**src/design/bps_pkg.sv**
```systemverilog
// ----------------------------------------------------------------------------
// bps_pkg
// Shared types and constants for the battery power sequencer.
// ----------------------------------------------------------------------------
`default_nettype none

package bps_pkg;

    localparam int unsigned CNT_W   = 8;
    localparam int unsigned CFG_W   = 8;
    localparam int unsigned CFG_IDX_W = 2;

    localparam logic [CFG_W-1:0] HOLD_TICKS_RST   = 8'd80;
    localparam logic [CFG_W-1:0] PULSE_TICKS_RST  = 8'd10;
    localparam logic [CFG_W-1:0] SETTLE_TICKS_RST = 8'd10;
    localparam logic [CNT_W-1:0] CNT_MAX          = 8'd255;

    // sequencer phases, encoded as reported on phase_code
    typedef enum logic [2:0] {
        PH_CHECK   = 3'd0,
        PH_STOPPED = 3'd1,
        PH_WAITLO  = 3'd2,
        PH_UPPULSE = 3'd3,
        PH_RUN     = 3'd4,
        PH_DNPULSE = 3'd5,
        PH_WAITHI  = 3'd6,
        PH_SETTLE  = 3'd7
    } phase_t;

    // configuration register indexes
    typedef enum logic [CFG_IDX_W-1:0] {
        CFG_HOLD_TICKS   = 2'd0,
        CFG_PULSE_TICKS  = 2'd1,
        CFG_SETTLE_TICKS = 2'd2
    } cfg_idx_t;

    typedef struct packed {
        logic [CFG_W-1:0] hold_ticks;
        logic [CFG_W-1:0] pulse_ticks;
        logic [CFG_W-1:0] settle_ticks;
    } cfg_t;

    // one sampled tick
    typedef struct packed {
        logic pwr_button_level;
        logic peo_button_level;
        logic ps_on_level;
    } tick_t;

    // one status item
    typedef struct packed {
        logic   en_dcdc;
        logic   en_lcd;
        logic   en_peo;
        logic   peo_led;
        logic   host_switch_n;
        phase_t phase_code;
        logic   forced_off;
    } result_t;

endpackage

`default_nettype wire

```
**src/design/bps_tick_if.sv**
```systemverilog
// ----------------------------------------------------------------------------
// bps_tick_if
// Valid/ready channel carrying one sampled tick of button and PS_ON levels.
// ----------------------------------------------------------------------------
`default_nettype none

interface bps_tick_if;
    logic valid;
    logic ready;
    logic pwr_button_level;
    logic peo_button_level;
    logic ps_on_level;

    modport source (
        output valid,
        output pwr_button_level,
        output peo_button_level,
        output ps_on_level,
        input  ready
    );

    modport sink (
        input  valid,
        input  pwr_button_level,
        input  peo_button_level,
        input  ps_on_level,
        output ready
    );
endinterface

`default_nettype wire

```
**src/design/bps_status_if.sv**
```systemverilog
// ----------------------------------------------------------------------------
// bps_status_if
// Valid/ready channel carrying one status item of enables and phase.
// ----------------------------------------------------------------------------
`default_nettype none

interface bps_status_if;
    logic       valid;
    logic       ready;
    logic       en_dcdc;
    logic       en_lcd;
    logic       en_peo;
    logic       peo_led;
    logic       host_switch_n;
    logic [2:0] phase_code;
    logic       forced_off;

    modport source (
        output valid,
        output en_dcdc,
        output en_lcd,
        output en_peo,
        output peo_led,
        output host_switch_n,
        output phase_code,
        output forced_off,
        input  ready
    );

    modport sink (
        input  valid,
        input  en_dcdc,
        input  en_lcd,
        input  en_peo,
        input  peo_led,
        input  host_switch_n,
        input  phase_code,
        input  forced_off,
        output ready
    );
endinterface

`default_nettype wire

```
**src/design/bps_core.sv**
```systemverilog
// ----------------------------------------------------------------------------
// bps_core
// Sequencer state and its per-tick update; presents the state after the tick.
// ----------------------------------------------------------------------------
`default_nettype none

module bps_core (
    input  wire logic            clk,
    input  wire logic            rst_n,
    input  wire logic            step,
    input  wire bps_pkg::tick_t  tick_in,
    input  wire bps_pkg::cfg_t   cfg,
    output bps_pkg::result_t     res
);

    bps_pkg::phase_t                phase_reg, phase_next;
    logic [bps_pkg::CNT_W-1:0]      tick_cnt_reg, tick_cnt_next;
    logic [bps_pkg::CNT_W-1:0]      hold_cnt_reg, hold_cnt_next;
    logic                           sreq_reg, sreq_next;
    logic                           forced_reg, forced_next;
    logic                           sys_on_reg, sys_on_next;
    logic                           prev_peo_reg, prev_peo_next;
    logic                           prev_pwr_reg, prev_pwr_next;
    logic                           dcdc_reg, dcdc_next;
    logic                           lcd_reg, lcd_next;
    logic                           peo_reg, peo_next;
    logic                           led_reg, led_next;
    logic                           sw_reg, sw_next;

    logic pwr_edge;
    logic pulse_end;
    logic settle_end;
    logic hold_force;
    logic peo_watch;

    // button edge, pulse and settle end, forced shutdown test
    assign pwr_edge   = tick_in.pwr_button_level & ~prev_pwr_reg;
    assign pulse_end  = (tick_cnt_reg <= bps_pkg::CNT_W'(1));
    assign settle_end = pulse_end;
    assign hold_force = (hold_cnt_next >= cfg.hold_ticks);
    assign peo_watch  = ((phase_reg == bps_pkg::PH_WAITLO) ||
                         (phase_reg == bps_pkg::PH_UPPULSE) ||
                         (phase_reg == bps_pkg::PH_RUN)) && !sreq_reg;

    // hold counter: counts while pressed, saturates, clears on release
    always_comb
    begin
        if (tick_in.pwr_button_level)
        begin
            hold_cnt_next = '0;
        end
        else if (hold_cnt_reg != bps_pkg::CNT_MAX)
        begin
            hold_cnt_next = hold_cnt_reg + bps_pkg::CNT_W'(1);
        end
        else
        begin
            hold_cnt_next = hold_cnt_reg;
        end
    end

    // next phase
    always_comb
    begin
        phase_next = phase_reg;
        unique case (phase_reg)
            bps_pkg::PH_CHECK:
            begin
                phase_next = tick_in.ps_on_level ? bps_pkg::PH_STOPPED : bps_pkg::PH_RUN;
            end
            bps_pkg::PH_STOPPED:
            begin
                if (pwr_edge)
                begin
                    phase_next = bps_pkg::PH_WAITLO;
                end
            end
            bps_pkg::PH_WAITLO:
            begin
                if (!tick_in.ps_on_level)
                begin
                    phase_next = bps_pkg::PH_UPPULSE;
                end
            end
            bps_pkg::PH_UPPULSE:
            begin
                if (pulse_end)
                begin
                    phase_next = bps_pkg::PH_RUN;
                end
            end
            bps_pkg::PH_RUN:
            begin
                if (hold_force)
                begin
                    phase_next = bps_pkg::PH_SETTLE;
                end
                else if (pwr_edge && sys_on_reg)
                begin
                    phase_next = bps_pkg::PH_DNPULSE;
                end
            end
            bps_pkg::PH_DNPULSE:
            begin
                if (pulse_end)
                begin
                    phase_next = bps_pkg::PH_WAITHI;
                end
            end
            bps_pkg::PH_WAITHI:
            begin
                if (tick_in.ps_on_level)
                begin
                    phase_next = bps_pkg::PH_SETTLE;
                end
            end
            bps_pkg::PH_SETTLE:
            begin
                if (settle_end)
                begin
                    phase_next = bps_pkg::PH_CHECK;
                end
            end
            default:
            begin
                phase_next = bps_pkg::PH_CHECK;
            end
        endcase
    end

    // counters, flags and output bits
    always_comb
    begin
        tick_cnt_next = tick_cnt_reg;
        sreq_next     = sreq_reg;
        forced_next   = forced_reg;
        sys_on_next   = sys_on_reg;
        prev_peo_next = prev_peo_reg;
        prev_pwr_next = tick_in.pwr_button_level;
        dcdc_next     = dcdc_reg;
        lcd_next      = lcd_reg;
        peo_next      = peo_reg;
        led_next      = led_reg;
        sw_next       = sw_reg;

        // peo button change toggles peo power and led
        if (peo_watch)
        begin
            if (tick_in.peo_button_level != prev_peo_reg)
            begin
                peo_next = ~peo_reg;
                led_next = ~led_reg;
            end
            prev_peo_next = tick_in.peo_button_level;
        end

        unique case (phase_reg)
            bps_pkg::PH_CHECK:
            begin
                if (!tick_in.ps_on_level)
                begin
                    sys_on_next = 1'b1;
                end
            end
            bps_pkg::PH_STOPPED:
            begin
                if (pwr_edge)
                begin
                    prev_peo_next = tick_in.peo_button_level;
                    dcdc_next     = 1'b1;
                end
            end
            bps_pkg::PH_WAITLO:
            begin
                if (!tick_in.ps_on_level)
                begin
                    tick_cnt_next = cfg.pulse_ticks;
                    sw_next       = 1'b0;
                end
            end
            bps_pkg::PH_UPPULSE:
            begin
                if (pulse_end)
                begin
                    tick_cnt_next = '0;
                    sw_next       = 1'b1;
                    lcd_next      = 1'b1;
                    sys_on_next   = 1'b1;
                end
                else
                begin
                    tick_cnt_next = tick_cnt_reg - bps_pkg::CNT_W'(1);
                end
            end
            bps_pkg::PH_RUN:
            begin
                if (hold_force)
                begin
                    sreq_next     = 1'b1;
                    forced_next   = 1'b1;
                    dcdc_next     = 1'b0;
                    lcd_next      = 1'b0;
                    peo_next      = 1'b0;
                    led_next      = 1'b0;
                    sw_next       = 1'b1;
                    sys_on_next   = 1'b0;
                    tick_cnt_next = cfg.settle_ticks;
                end
                else if (pwr_edge && sys_on_reg)
                begin
                    sreq_next     = 1'b1;
                    tick_cnt_next = cfg.pulse_ticks;
                    sw_next       = 1'b0;
                end
            end
            bps_pkg::PH_DNPULSE:
            begin
                if (pulse_end)
                begin
                    tick_cnt_next = '0;
                    sw_next       = 1'b1;
                end
                else
                begin
                    tick_cnt_next = tick_cnt_reg - bps_pkg::CNT_W'(1);
                end
            end
            bps_pkg::PH_WAITHI:
            begin
                if (tick_in.ps_on_level)
                begin
                    dcdc_next     = 1'b0;
                    lcd_next      = 1'b0;
                    peo_next      = 1'b0;
                    led_next      = 1'b0;
                    sw_next       = 1'b1;
                    sys_on_next   = 1'b0;
                    tick_cnt_next = cfg.settle_ticks;
                end
            end
            bps_pkg::PH_SETTLE:
            begin
                if (!settle_end)
                begin
                    tick_cnt_next = tick_cnt_reg - bps_pkg::CNT_W'(1);
                end
                else
                begin
                    tick_cnt_next = '0;
                    sreq_next     = 1'b0;
                    forced_next   = 1'b0;
                end
            end
            default:
            begin
                tick_cnt_next = tick_cnt_reg;
            end
        endcase
    end

    // state registers, advanced once per tick
    always_ff @(posedge clk or negedge rst_n)
    begin
        if (!rst_n)
        begin
            phase_reg    <= bps_pkg::PH_CHECK;
            tick_cnt_reg <= '0;
            hold_cnt_reg <= '0;
            sreq_reg     <= 1'b0;
            forced_reg   <= 1'b0;
            sys_on_reg   <= 1'b0;
            prev_peo_reg <= 1'b0;
            prev_pwr_reg <= 1'b1;
            dcdc_reg     <= 1'b0;
            lcd_reg      <= 1'b0;
            peo_reg      <= 1'b0;
            led_reg      <= 1'b0;
            sw_reg       <= 1'b1;
        end
        else if (step)
        begin
            phase_reg    <= phase_next;
            tick_cnt_reg <= tick_cnt_next;
            // settle end also clears the hold count
            hold_cnt_reg <= ((phase_reg == bps_pkg::PH_SETTLE) && settle_end) ?
                            '0 : hold_cnt_next;
            sreq_reg     <= sreq_next;
            forced_reg   <= forced_next;
            sys_on_reg   <= sys_on_next;
            prev_peo_reg <= prev_peo_next;
            prev_pwr_reg <= prev_pwr_next;
            dcdc_reg     <= dcdc_next;
            lcd_reg      <= lcd_next;
            peo_reg      <= peo_next;
            led_reg      <= led_next;
            sw_reg       <= sw_next;
        end
    end

    // status after this tick
    always_comb
    begin
        res.en_dcdc       = dcdc_next;
        res.en_lcd        = lcd_next;
        res.en_peo        = peo_next;
        res.peo_led       = led_next;
        res.host_switch_n = sw_next;
        res.phase_code    = phase_next;
        res.forced_off    = forced_next;
    end

endmodule

`default_nettype wire

```
**src/design/battery_power_sequencer_unit.sv**
```systemverilog
// ----------------------------------------------------------------------------
// battery_power_sequencer_unit
// Tick-driven power sequencer for a battery-powered host with LCD and PEO.
// ----------------------------------------------------------------------------
// Each accepted item is one 50 ms tick of sampled button and PS_ON levels and
// yields exactly one status item showing enables, switch line, phase and the
// forced-shutdown flag after that tick. A tick passes an input register, then
// the sequencer logic that updates the state and loads the status register,
// which drives the status item; a status item not yet accepted holds the
// tick in the input register. One tick is taken every clock cycle as long as
// the status side keeps up. Registers hold_ticks, pulse_ticks and
// settle_ticks are written through cfg_we/cfg_index/cfg_data; the user must
// write them only while no tick is in flight, which the block does not
// enforce. They reset to 80, 10 and 10.
`default_nettype none

module battery_power_sequencer_unit (
    input  wire logic                               clk,
    input  wire logic                               rst_n,
    input  wire logic                               cfg_we,
    input  wire logic [bps_pkg::CFG_IDX_W-1:0]      cfg_index,
    input  wire logic [bps_pkg::CFG_W-1:0]          cfg_data,
    bps_tick_if.sink                                tick,
    bps_status_if.source                            status
);

    bps_pkg::cfg_t    cfg_reg;
    bps_pkg::tick_t   in_reg;
    logic             in_vld_reg, in_vld_next;
    bps_pkg::result_t out_reg;
    logic             out_vld_reg, out_vld_next;
    bps_pkg::result_t core_res;
    logic             advance;
    logic             take;

    // pipeline handshake
    assign advance    = in_vld_reg && (!out_vld_reg || status.ready);
    assign tick.ready = !in_vld_reg || advance;
    assign take       = tick.valid && tick.ready;

    always_comb
    begin
        if (take)
        begin
            in_vld_next = 1'b1;
        end
        else if (advance)
        begin
            in_vld_next = 1'b0;
        end
        else
        begin
            in_vld_next = in_vld_reg;
        end

        if (advance)
        begin
            out_vld_next = 1'b1;
        end
        else if (status.ready)
        begin
            out_vld_next = 1'b0;
        end
        else
        begin
            out_vld_next = out_vld_reg;
        end
    end

    // configuration registers
    always_ff @(posedge clk or negedge rst_n)
    begin
        if (!rst_n)
        begin
            cfg_reg.hold_ticks   <= bps_pkg::HOLD_TICKS_RST;
            cfg_reg.pulse_ticks  <= bps_pkg::PULSE_TICKS_RST;
            cfg_reg.settle_ticks <= bps_pkg::SETTLE_TICKS_RST;
        end
        else if (cfg_we)
        begin
            unique case (cfg_index)
                bps_pkg::CFG_HOLD_TICKS:   cfg_reg.hold_ticks   <= cfg_data;
                bps_pkg::CFG_PULSE_TICKS:  cfg_reg.pulse_ticks  <= cfg_data;
                bps_pkg::CFG_SETTLE_TICKS: cfg_reg.settle_ticks <= cfg_data;
                default:                   cfg_reg              <= cfg_reg;
            endcase
        end
    end

    // valid flags
    always_ff @(posedge clk or negedge rst_n)
    begin
        if (!rst_n)
        begin
            in_vld_reg  <= 1'b0;
            out_vld_reg <= 1'b0;
        end
        else
        begin
            in_vld_reg  <= in_vld_next;
            out_vld_reg <= out_vld_next;
        end
    end

    // input and status payload registers
    always_ff @(posedge clk)
    begin
        if (take)
        begin
            in_reg.pwr_button_level <= tick.pwr_button_level;
            in_reg.peo_button_level <= tick.peo_button_level;
            in_reg.ps_on_level      <= tick.ps_on_level;
        end
        if (advance)
        begin
            out_reg <= core_res;
        end
    end

    // sequencer
    bps_core u_core (
        .clk     (clk),
        .rst_n   (rst_n),
        .step    (advance),
        .tick_in (in_reg),
        .cfg     (cfg_reg),
        .res     (core_res)
    );

    // status channel
    assign status.valid         = out_vld_reg;
    assign status.en_dcdc       = out_reg.en_dcdc;
    assign status.en_lcd        = out_reg.en_lcd;
    assign status.en_peo        = out_reg.en_peo;
    assign status.peo_led       = out_reg.peo_led;
    assign status.host_switch_n = out_reg.host_switch_n;
    assign status.phase_code    = out_reg.phase_code;
    assign status.forced_off    = out_reg.forced_off;

endmodule

`default_nettype wire
```
**src/flat_wrapper.sv**
```systemverilog
// flat-port wrapper written by rule: the top's interface ports become plain ports
module battery_power_sequencer_unit_flat 
  (clk, rst_n, cfg_we, cfg_index, cfg_data, tick_valid, tick_pwr_button_level, tick_peo_button_level, tick_ps_on_level, tick_ready, status_valid, status_en_dcdc, status_en_lcd, status_en_peo, status_peo_led, status_host_switch_n, status_phase_code, status_forced_off, status_ready);
  bps_tick_if tick_i ();
  bps_status_if status_i ();
  input  wire logic clk;
  input  wire logic rst_n;
  input  wire logic cfg_we;
  input  wire logic [bps_pkg::CFG_IDX_W-1:0] cfg_index;
  input  wire logic [bps_pkg::CFG_W-1:0] cfg_data;
  input wire logic [$bits(tick_i.valid)-1:0] tick_valid;
  input wire logic [$bits(tick_i.pwr_button_level)-1:0] tick_pwr_button_level;
  input wire logic [$bits(tick_i.peo_button_level)-1:0] tick_peo_button_level;
  input wire logic [$bits(tick_i.ps_on_level)-1:0] tick_ps_on_level;
  output wire logic [$bits(tick_i.ready)-1:0] tick_ready;
  output wire logic [$bits(status_i.valid)-1:0] status_valid;
  output wire logic [$bits(status_i.en_dcdc)-1:0] status_en_dcdc;
  output wire logic [$bits(status_i.en_lcd)-1:0] status_en_lcd;
  output wire logic [$bits(status_i.en_peo)-1:0] status_en_peo;
  output wire logic [$bits(status_i.peo_led)-1:0] status_peo_led;
  output wire logic [$bits(status_i.host_switch_n)-1:0] status_host_switch_n;
  output wire logic [$bits(status_i.phase_code)-1:0] status_phase_code;
  output wire logic [$bits(status_i.forced_off)-1:0] status_forced_off;
  input wire logic [$bits(status_i.ready)-1:0] status_ready;
  assign tick_i.valid = tick_valid;
  assign tick_i.pwr_button_level = tick_pwr_button_level;
  assign tick_i.peo_button_level = tick_peo_button_level;
  assign tick_i.ps_on_level = tick_ps_on_level;
  assign tick_ready = tick_i.ready;
  assign status_valid = status_i.valid;
  assign status_en_dcdc = status_i.en_dcdc;
  assign status_en_lcd = status_i.en_lcd;
  assign status_en_peo = status_i.en_peo;
  assign status_peo_led = status_i.peo_led;
  assign status_host_switch_n = status_i.host_switch_n;
  assign status_phase_code = status_i.phase_code;
  assign status_forced_off = status_i.forced_off;
  assign status_i.ready = status_ready;
  battery_power_sequencer_unit u_core (.clk(clk), .rst_n(rst_n), .cfg_we(cfg_we), .cfg_index(cfg_index), .cfg_data(cfg_data), .tick(tick_i), .status(status_i));
endmodule
```
**config.mk**
```make
export PLATFORM = sky130hd
export DESIGN_NAME = battery_power_sequencer_unit_flat
export DESIGN_NICKNAME = d
export VERILOG_FILES = /design/src/design/bps_pkg.sv /design/src/design/bps_tick_if.sv /design/src/design/bps_status_if.sv /design/src/design/bps_core.sv /design/src/design/battery_power_sequencer_unit.sv /design/src/flat_wrapper.sv
export SDC_FILE = /design/constraint.sdc
export NUM_CORES = 1
export LEC_CHECK = 0
export ABC_AREA = 1
export BUFFER_PORTS_ARGS = -buffer_cell sky130_fd_sc_hd__buf_4
export CORE_MARGIN = 3
export CORE_UTILIZATION = 60
export DETAILED_ROUTE_END_ITERATION = 8
export GPL_ROUTABILITY_DRIVEN = 0
export PLACE_DENSITY = 0.89
export SETUP_SLACK_MARGIN = 0.05
export SLEW_MARGIN = 20
export SYNTH_ARGS = -nofsm -noshare
export SYNTH_HDL_FRONTEND = slang
export SYNTH_SLANG_ARGS = --single-unit
```
**constraint.sdc**
```tcl
create_clock -name clk -period 5.3 [get_ports clk]
set_input_delay 0.265 -clock clk [delete_from_list [all_inputs] [get_ports clk]]
set_output_delay 0.265 -clock clk [all_outputs]
set_load 0.05 [all_outputs]
```
==> metrics.txt <==
# TYPE chip_impl_metric gauge
chip_impl_info{name="tritoncts",value="built"} 1
chip_impl_metric{name="initial_utilization",unit="%"} 63.4
chip_impl_metric{name="worst-path-max-fanout",unit=""} 12
chip_impl_info{name="run_status",value="complete, no violations"} 1
chip_impl_info{name="critical_path.startpoint_type",value="register"} 1
chip_impl_metric{name="totalNegativeSetupSlack",unit="ns"} 0
chip_impl_info{name="worstPathCellList",value="ha_1 -> nand3_1 -> nor2_1 -> nand3_2 -> nand3_1 -> or2_2 -> nand3_1 -> inv_1 -> ha_1 -> a21oi_1 -> nor2_1 -> nor2_2 -> nand4_1 -> nand2_1 -> inv_1 -> nand2_1 -> nand2_1"} 1
chip_impl_metric{name="cap_viol_max_count",unit=""} 0
chip_impl_metric{name="finalCritPeriodShare",unit="%"} 64.8
chip_impl_metric{name="portBuffers",unit=""} 28
chip_impl_metric{name="htree_levels",unit=""} 3
chip_impl_info{name="grt_setup_unrepaired",value="false"} 1
chip_impl_metric{name="syn_area_per_cell",unit="sq um"} 7.57
chip_impl_metric{name="yosysWarnings",unit=""} 0
chip_impl_metric{name="count_of_unresolved_drc_violations_after_routing",unit=""} 0
chip_impl_metric{name="worstMarginPinSlew",unit="ns"} 0.928
chip_impl_metric{name="final_layout_size_suffix_gt1_share",unit="%"} 13.7
chip_impl_metric{name="floorplan.die_area",unit="sq um"} 7400
chip_impl_info{name="timing_worst_setup_path_type",value="reg2reg"} 1
chip_impl_info{name="hold_path.class",value="in2reg"} 1
chip_impl_metric{name="via_count_of_the_first_global_routing_pass",unit=""} 3129
chip_impl_info{name="synth_most_common_cell",value="nand2_1"} 1
chip_impl_metric{name="synth_cell_type_count",unit=""} 36
chip_impl_metric{name="io_pins",unit=""} 29
chip_impl_metric{name="first_iter_violations",unit=""} 275
chip_impl_metric{name="final_critical_path_setup_slack",unit="ns"} 1.87
chip_impl_metric{name="drt-wirelength-per-cell",unit="microns"} 13.3
chip_impl_metric{name="reg2reg_setup_slack",unit="ns"} 1.87
chip_impl_metric{name="slew_headroom",unit="%"} 37.8
chip_impl_metric{name="timing.critical_path.slowest_cell_delay",unit="ns"} 0.42
chip_impl_metric{name="grt_max_degree",unit=""} 56
chip_impl_info{name="critPathCaptureType",value="register"} 1
chip_impl_metric{name="layout_min_cycle_time",unit="ns"} 3.43
chip_impl_metric{name="finalNetCount",unit=""} 566
chip_impl_metric{name="x_dimension_of_the_die",unit="microns"} 86
chip_impl_metric{name="cts_buffer_depth",unit=""} 2
chip_impl_metric{name="insertion_delay",unit="ns"} 0.35
chip_impl_metric{name="setup-violations-final",unit=""} 0
chip_impl_metric{name="mappedNetlistArea",unit="sq um"} 3840
chip_impl_info{name="cp_top_family",value="simple AND/OR/NAND/NOR gates"} 1
chip_impl_metric{name="detailroute.via_count",unit=""} 3321
chip_impl_metric{name="dp.final_hpwl",unit="microns"} 5840
chip_impl_metric{name="totalWireLength",unit="microns"} 8180
chip_impl_metric{name="gr-total-overflow",unit=""} 0
chip_impl_metric{name="grt.total_usage",unit="%"} 24.2
chip_impl_metric{name="numCtsBuffers",unit=""} 9
chip_impl_metric{name="cts_setup_buffers",unit=""} 0
chip_impl_metric{name="timing.final.hold_violations",unit=""} 0
chip_impl_metric{name="cts_clk_pin_slew_worst_paths",unit="ns"} 0.07
chip_impl_metric{name="preCtsSetupSlack",unit="ns"} 2.01
chip_impl_metric{name="postRouteAntennaNets",unit=""} 0
chip_impl_metric{name="grt_pass1_wl",unit="microns"} 14200
chip_impl_metric{name="synth_edf_count",unit=""} 12
chip_impl_metric{name="cts.sinks",unit=""} 67
chip_impl_info{name="synth_area_leaders",value="dfrtp_1 (31%), nand2_1 (15%), edfxtp_1 (9.4%)"} 1
chip_impl_info{name="synth.top_cells.by_count",value="nand2_1 (153), inv_1 (81), dfrtp_1 (47)"} 1
chip_impl_metric{name="worstPathBufferInverterCount",unit=""} 2
chip_impl_metric{name="synth_sequential_area_ratio",unit="%"} 45.5
chip_impl_metric{name="fin_cells",unit=""} 617
chip_impl_metric{name="crit_arrival",unit="ns"} 3.67
chip_impl_info{name="cts-root-buf",value="clkbuf_8"} 1
chip_impl_metric{name="detailedRoute.firstPassIterationCount",unit=""} 6
chip_impl_metric{name="clock_skew",unit="ns"} 0.00713
chip_impl_metric{name="holdBufCountCts",unit=""} 1
chip_impl_metric{name="synth.net_count",unit=""} 536
chip_impl_metric{name="synth_async_sr_flop_share",unit="%"} 82.1
chip_impl_metric{name="core_region_area",unit="sq um"} 6060
chip_impl_metric{name="achievable-frequency",unit="MHz"} 291
chip_impl_metric{name="via_per_inst",unit=""} 5.38
chip_impl_metric{name="chipHeight",unit="microns"} 86
chip_impl_metric{name="antenna-diode-count",unit=""} 0
chip_impl_metric{name="largest_reg_flops",unit=""} 24
chip_impl_metric{name="ctsResizeCount",unit=""} 0
chip_impl_metric{name="antenna_violations_before_repair",unit=""} 0
chip_impl_metric{name="maxSlewViolCount",unit=""} 0
chip_impl_info{name="crit_slowest_cell",value="dfrtp_1"} 1
chip_impl_metric{name="power_density",unit="nW/um^2"} 495
chip_impl_metric{name="power.static_leakage",unit="nW"} 2.23
chip_impl_metric{name="synth_largest_type_area_fraction",unit="%"} 30.6
chip_impl_metric{name="synthesized_netlist_cell_count",unit=""} 507
chip_impl_metric{name="place_inst",unit=""} 600
chip_impl_metric{name="vdd_drop_max",unit="mV"} 0.301
chip_impl_metric{name="synthToLayoutAreaGrowth",unit="%"} 11.9
chip_impl_info{name="synth_top_area_cell",value="dfrtp_1"} 1
chip_impl_metric{name="placementRows",unit=""} 28
chip_impl_metric{name="cp.required",unit="ns"} 5.53
chip_impl_metric{name="synth_register_bits",unit=""} 67
chip_impl_info{name="synth_ff_type",value="dfrtp_1"} 1
[worst register-to-register path, cell delays in order (launching register included)]
cell and delay, ns:
dfrtp_1 0.42, ha_1 0.26, nand3_1 0.14, nor2_1 0.09, nand3_2 0.12, nand3_1 0.12, or2_2 0.29, nand3_1 0.11
inv_1 0.05, ha_1 0.30, a21oi_1 0.13, nor2_1 0.06, nor2_2 0.34, nand4_1 0.22, nand2_1 0.33, inv_1 0.17
nand2_1 0.11, nand2_1 0.06
[layout by cell type (no fill, tap or decap), types with 3 or more instances in the layout]
| master | synthesis | routed |
|---|---|---|
| or2_2 | 3 | 3 |
| nor2_2 | 4 | 4 |
| nand3b_1 | 4 | 4 |
| a21oi_1 | 4 | 4 |
| o21ai_0 | 42 | 42 |
| buf_4 | 0 | 28 |
| clkbuf_8 | 0 | 11 |
| nand2_1 | 153 | 153 |
| nor3_1 | 5 | 5 |
| edfxtp_1 | 12 | 12 |
| ha_1 | 11 | 11 |
| nand2_2 | 3 | 3 |
| nand4_1 | 4 | 4 |
| o22ai_1 | 9 | 9 |
| inv_1 | 81 | 81 |
| dfstp_2 | 8 | 8 |
| xor2_1 | 4 | 4 |
| nor2_1 | 36 | 36 |
| nand3_1 | 46 | 46 |
| dfrtp_1 | 47 | 47 |
[report_power, final]
| group | total, mW | internal [mW] | switching, mW | leakage, nW |
|---|---|---|---|---|
| clock | 0.437 | 0.242 | 0.195 | 0.0986 |
| sequential | 0.788 | 0.685 | 0.103 | 0.795 |
| combinational | 0.901 | 0.299 | 0.603 | 1.34 |
| total | 2.13 | 1.23 | 0.901 | 2.23 |
[per-layer routing]
layer  vias to the layer above  global-route usage [%]  part of all wire [%]
li1                       1671                       -                     -
met1                      1528                    30.6                    44
met2                       110                    40.8                    50
met3                        12                    6.34                   4.7
met4                         0                    7.34                   1.5
met5                         -                       0                     0
[worst paths after layout]
kind / from / end / cells after the start
worst max-delay path: u_core.u_core.hold_cnt_reg[0] / u_core.u_core.tick_cnt_reg[1] / 17
worst max register to register: u_core.u_core.hold_cnt_reg[0] / u_core.u_core.tick_cnt_reg[1] / 17
max in group asynchronous: rst_n / u_core.u_core.hold_cnt_reg[4] / 2
worst min-delay path: tick_pwr_button_level / u_core.in_reg[2] / 1
min in group asynchronous: rst_n / u_core.u_core.tick_cnt_reg[2] / 2
worst min register to register: u_core.u_core.dcdc_reg / u_core.u_core.dcdc_reg / 2
[layout make-up]
cell class / count / area, sq um
fill: 464 / 1770
sequential: 67 / 1750
multi-input combinational: 346 / 1710
inverter: 84 / 315
timing repair buffer: 29 / 220
clock buffer: 12 / 155
tap: 75 / 93.8
clock inverter: 4 / 50.0
[cell families (layout without fill, tap and decap cells)]
| group | after synthesis | after routing | synth area share (%) |
|---|---|---|---|
| AOI/OAI and AO/OA | 64 | 64 | 9.25 |
| adders and majority gates | 11 | 11 | 3.58 |
| xor gates and xnor gates | 5 | 5 | 1.14 |
| buffers and inverters | 94 | 129 | 9.87 |
| and+or+nand+nor | 265 | 265 | 30.4 |
| muxes | 1 | 1 | 0.293 |
| DFF | 67 | 67 | 45.5 |
[through the flow]
step	hold WS [ns]	total power, mW	util, %	area [sq um]
floorplan	-0.0306	1.48	-	3840
global placement	0.344	1.64	67.3	4080
detailed placement	0.359	1.68	67.3	4080
CTS	0.0791	2.12	70.9	4300
global route	0.0712	2.29	70.9	4300
finish	0.0873	2.13	70.9	4300
Power figures use the tool's default switching activity.
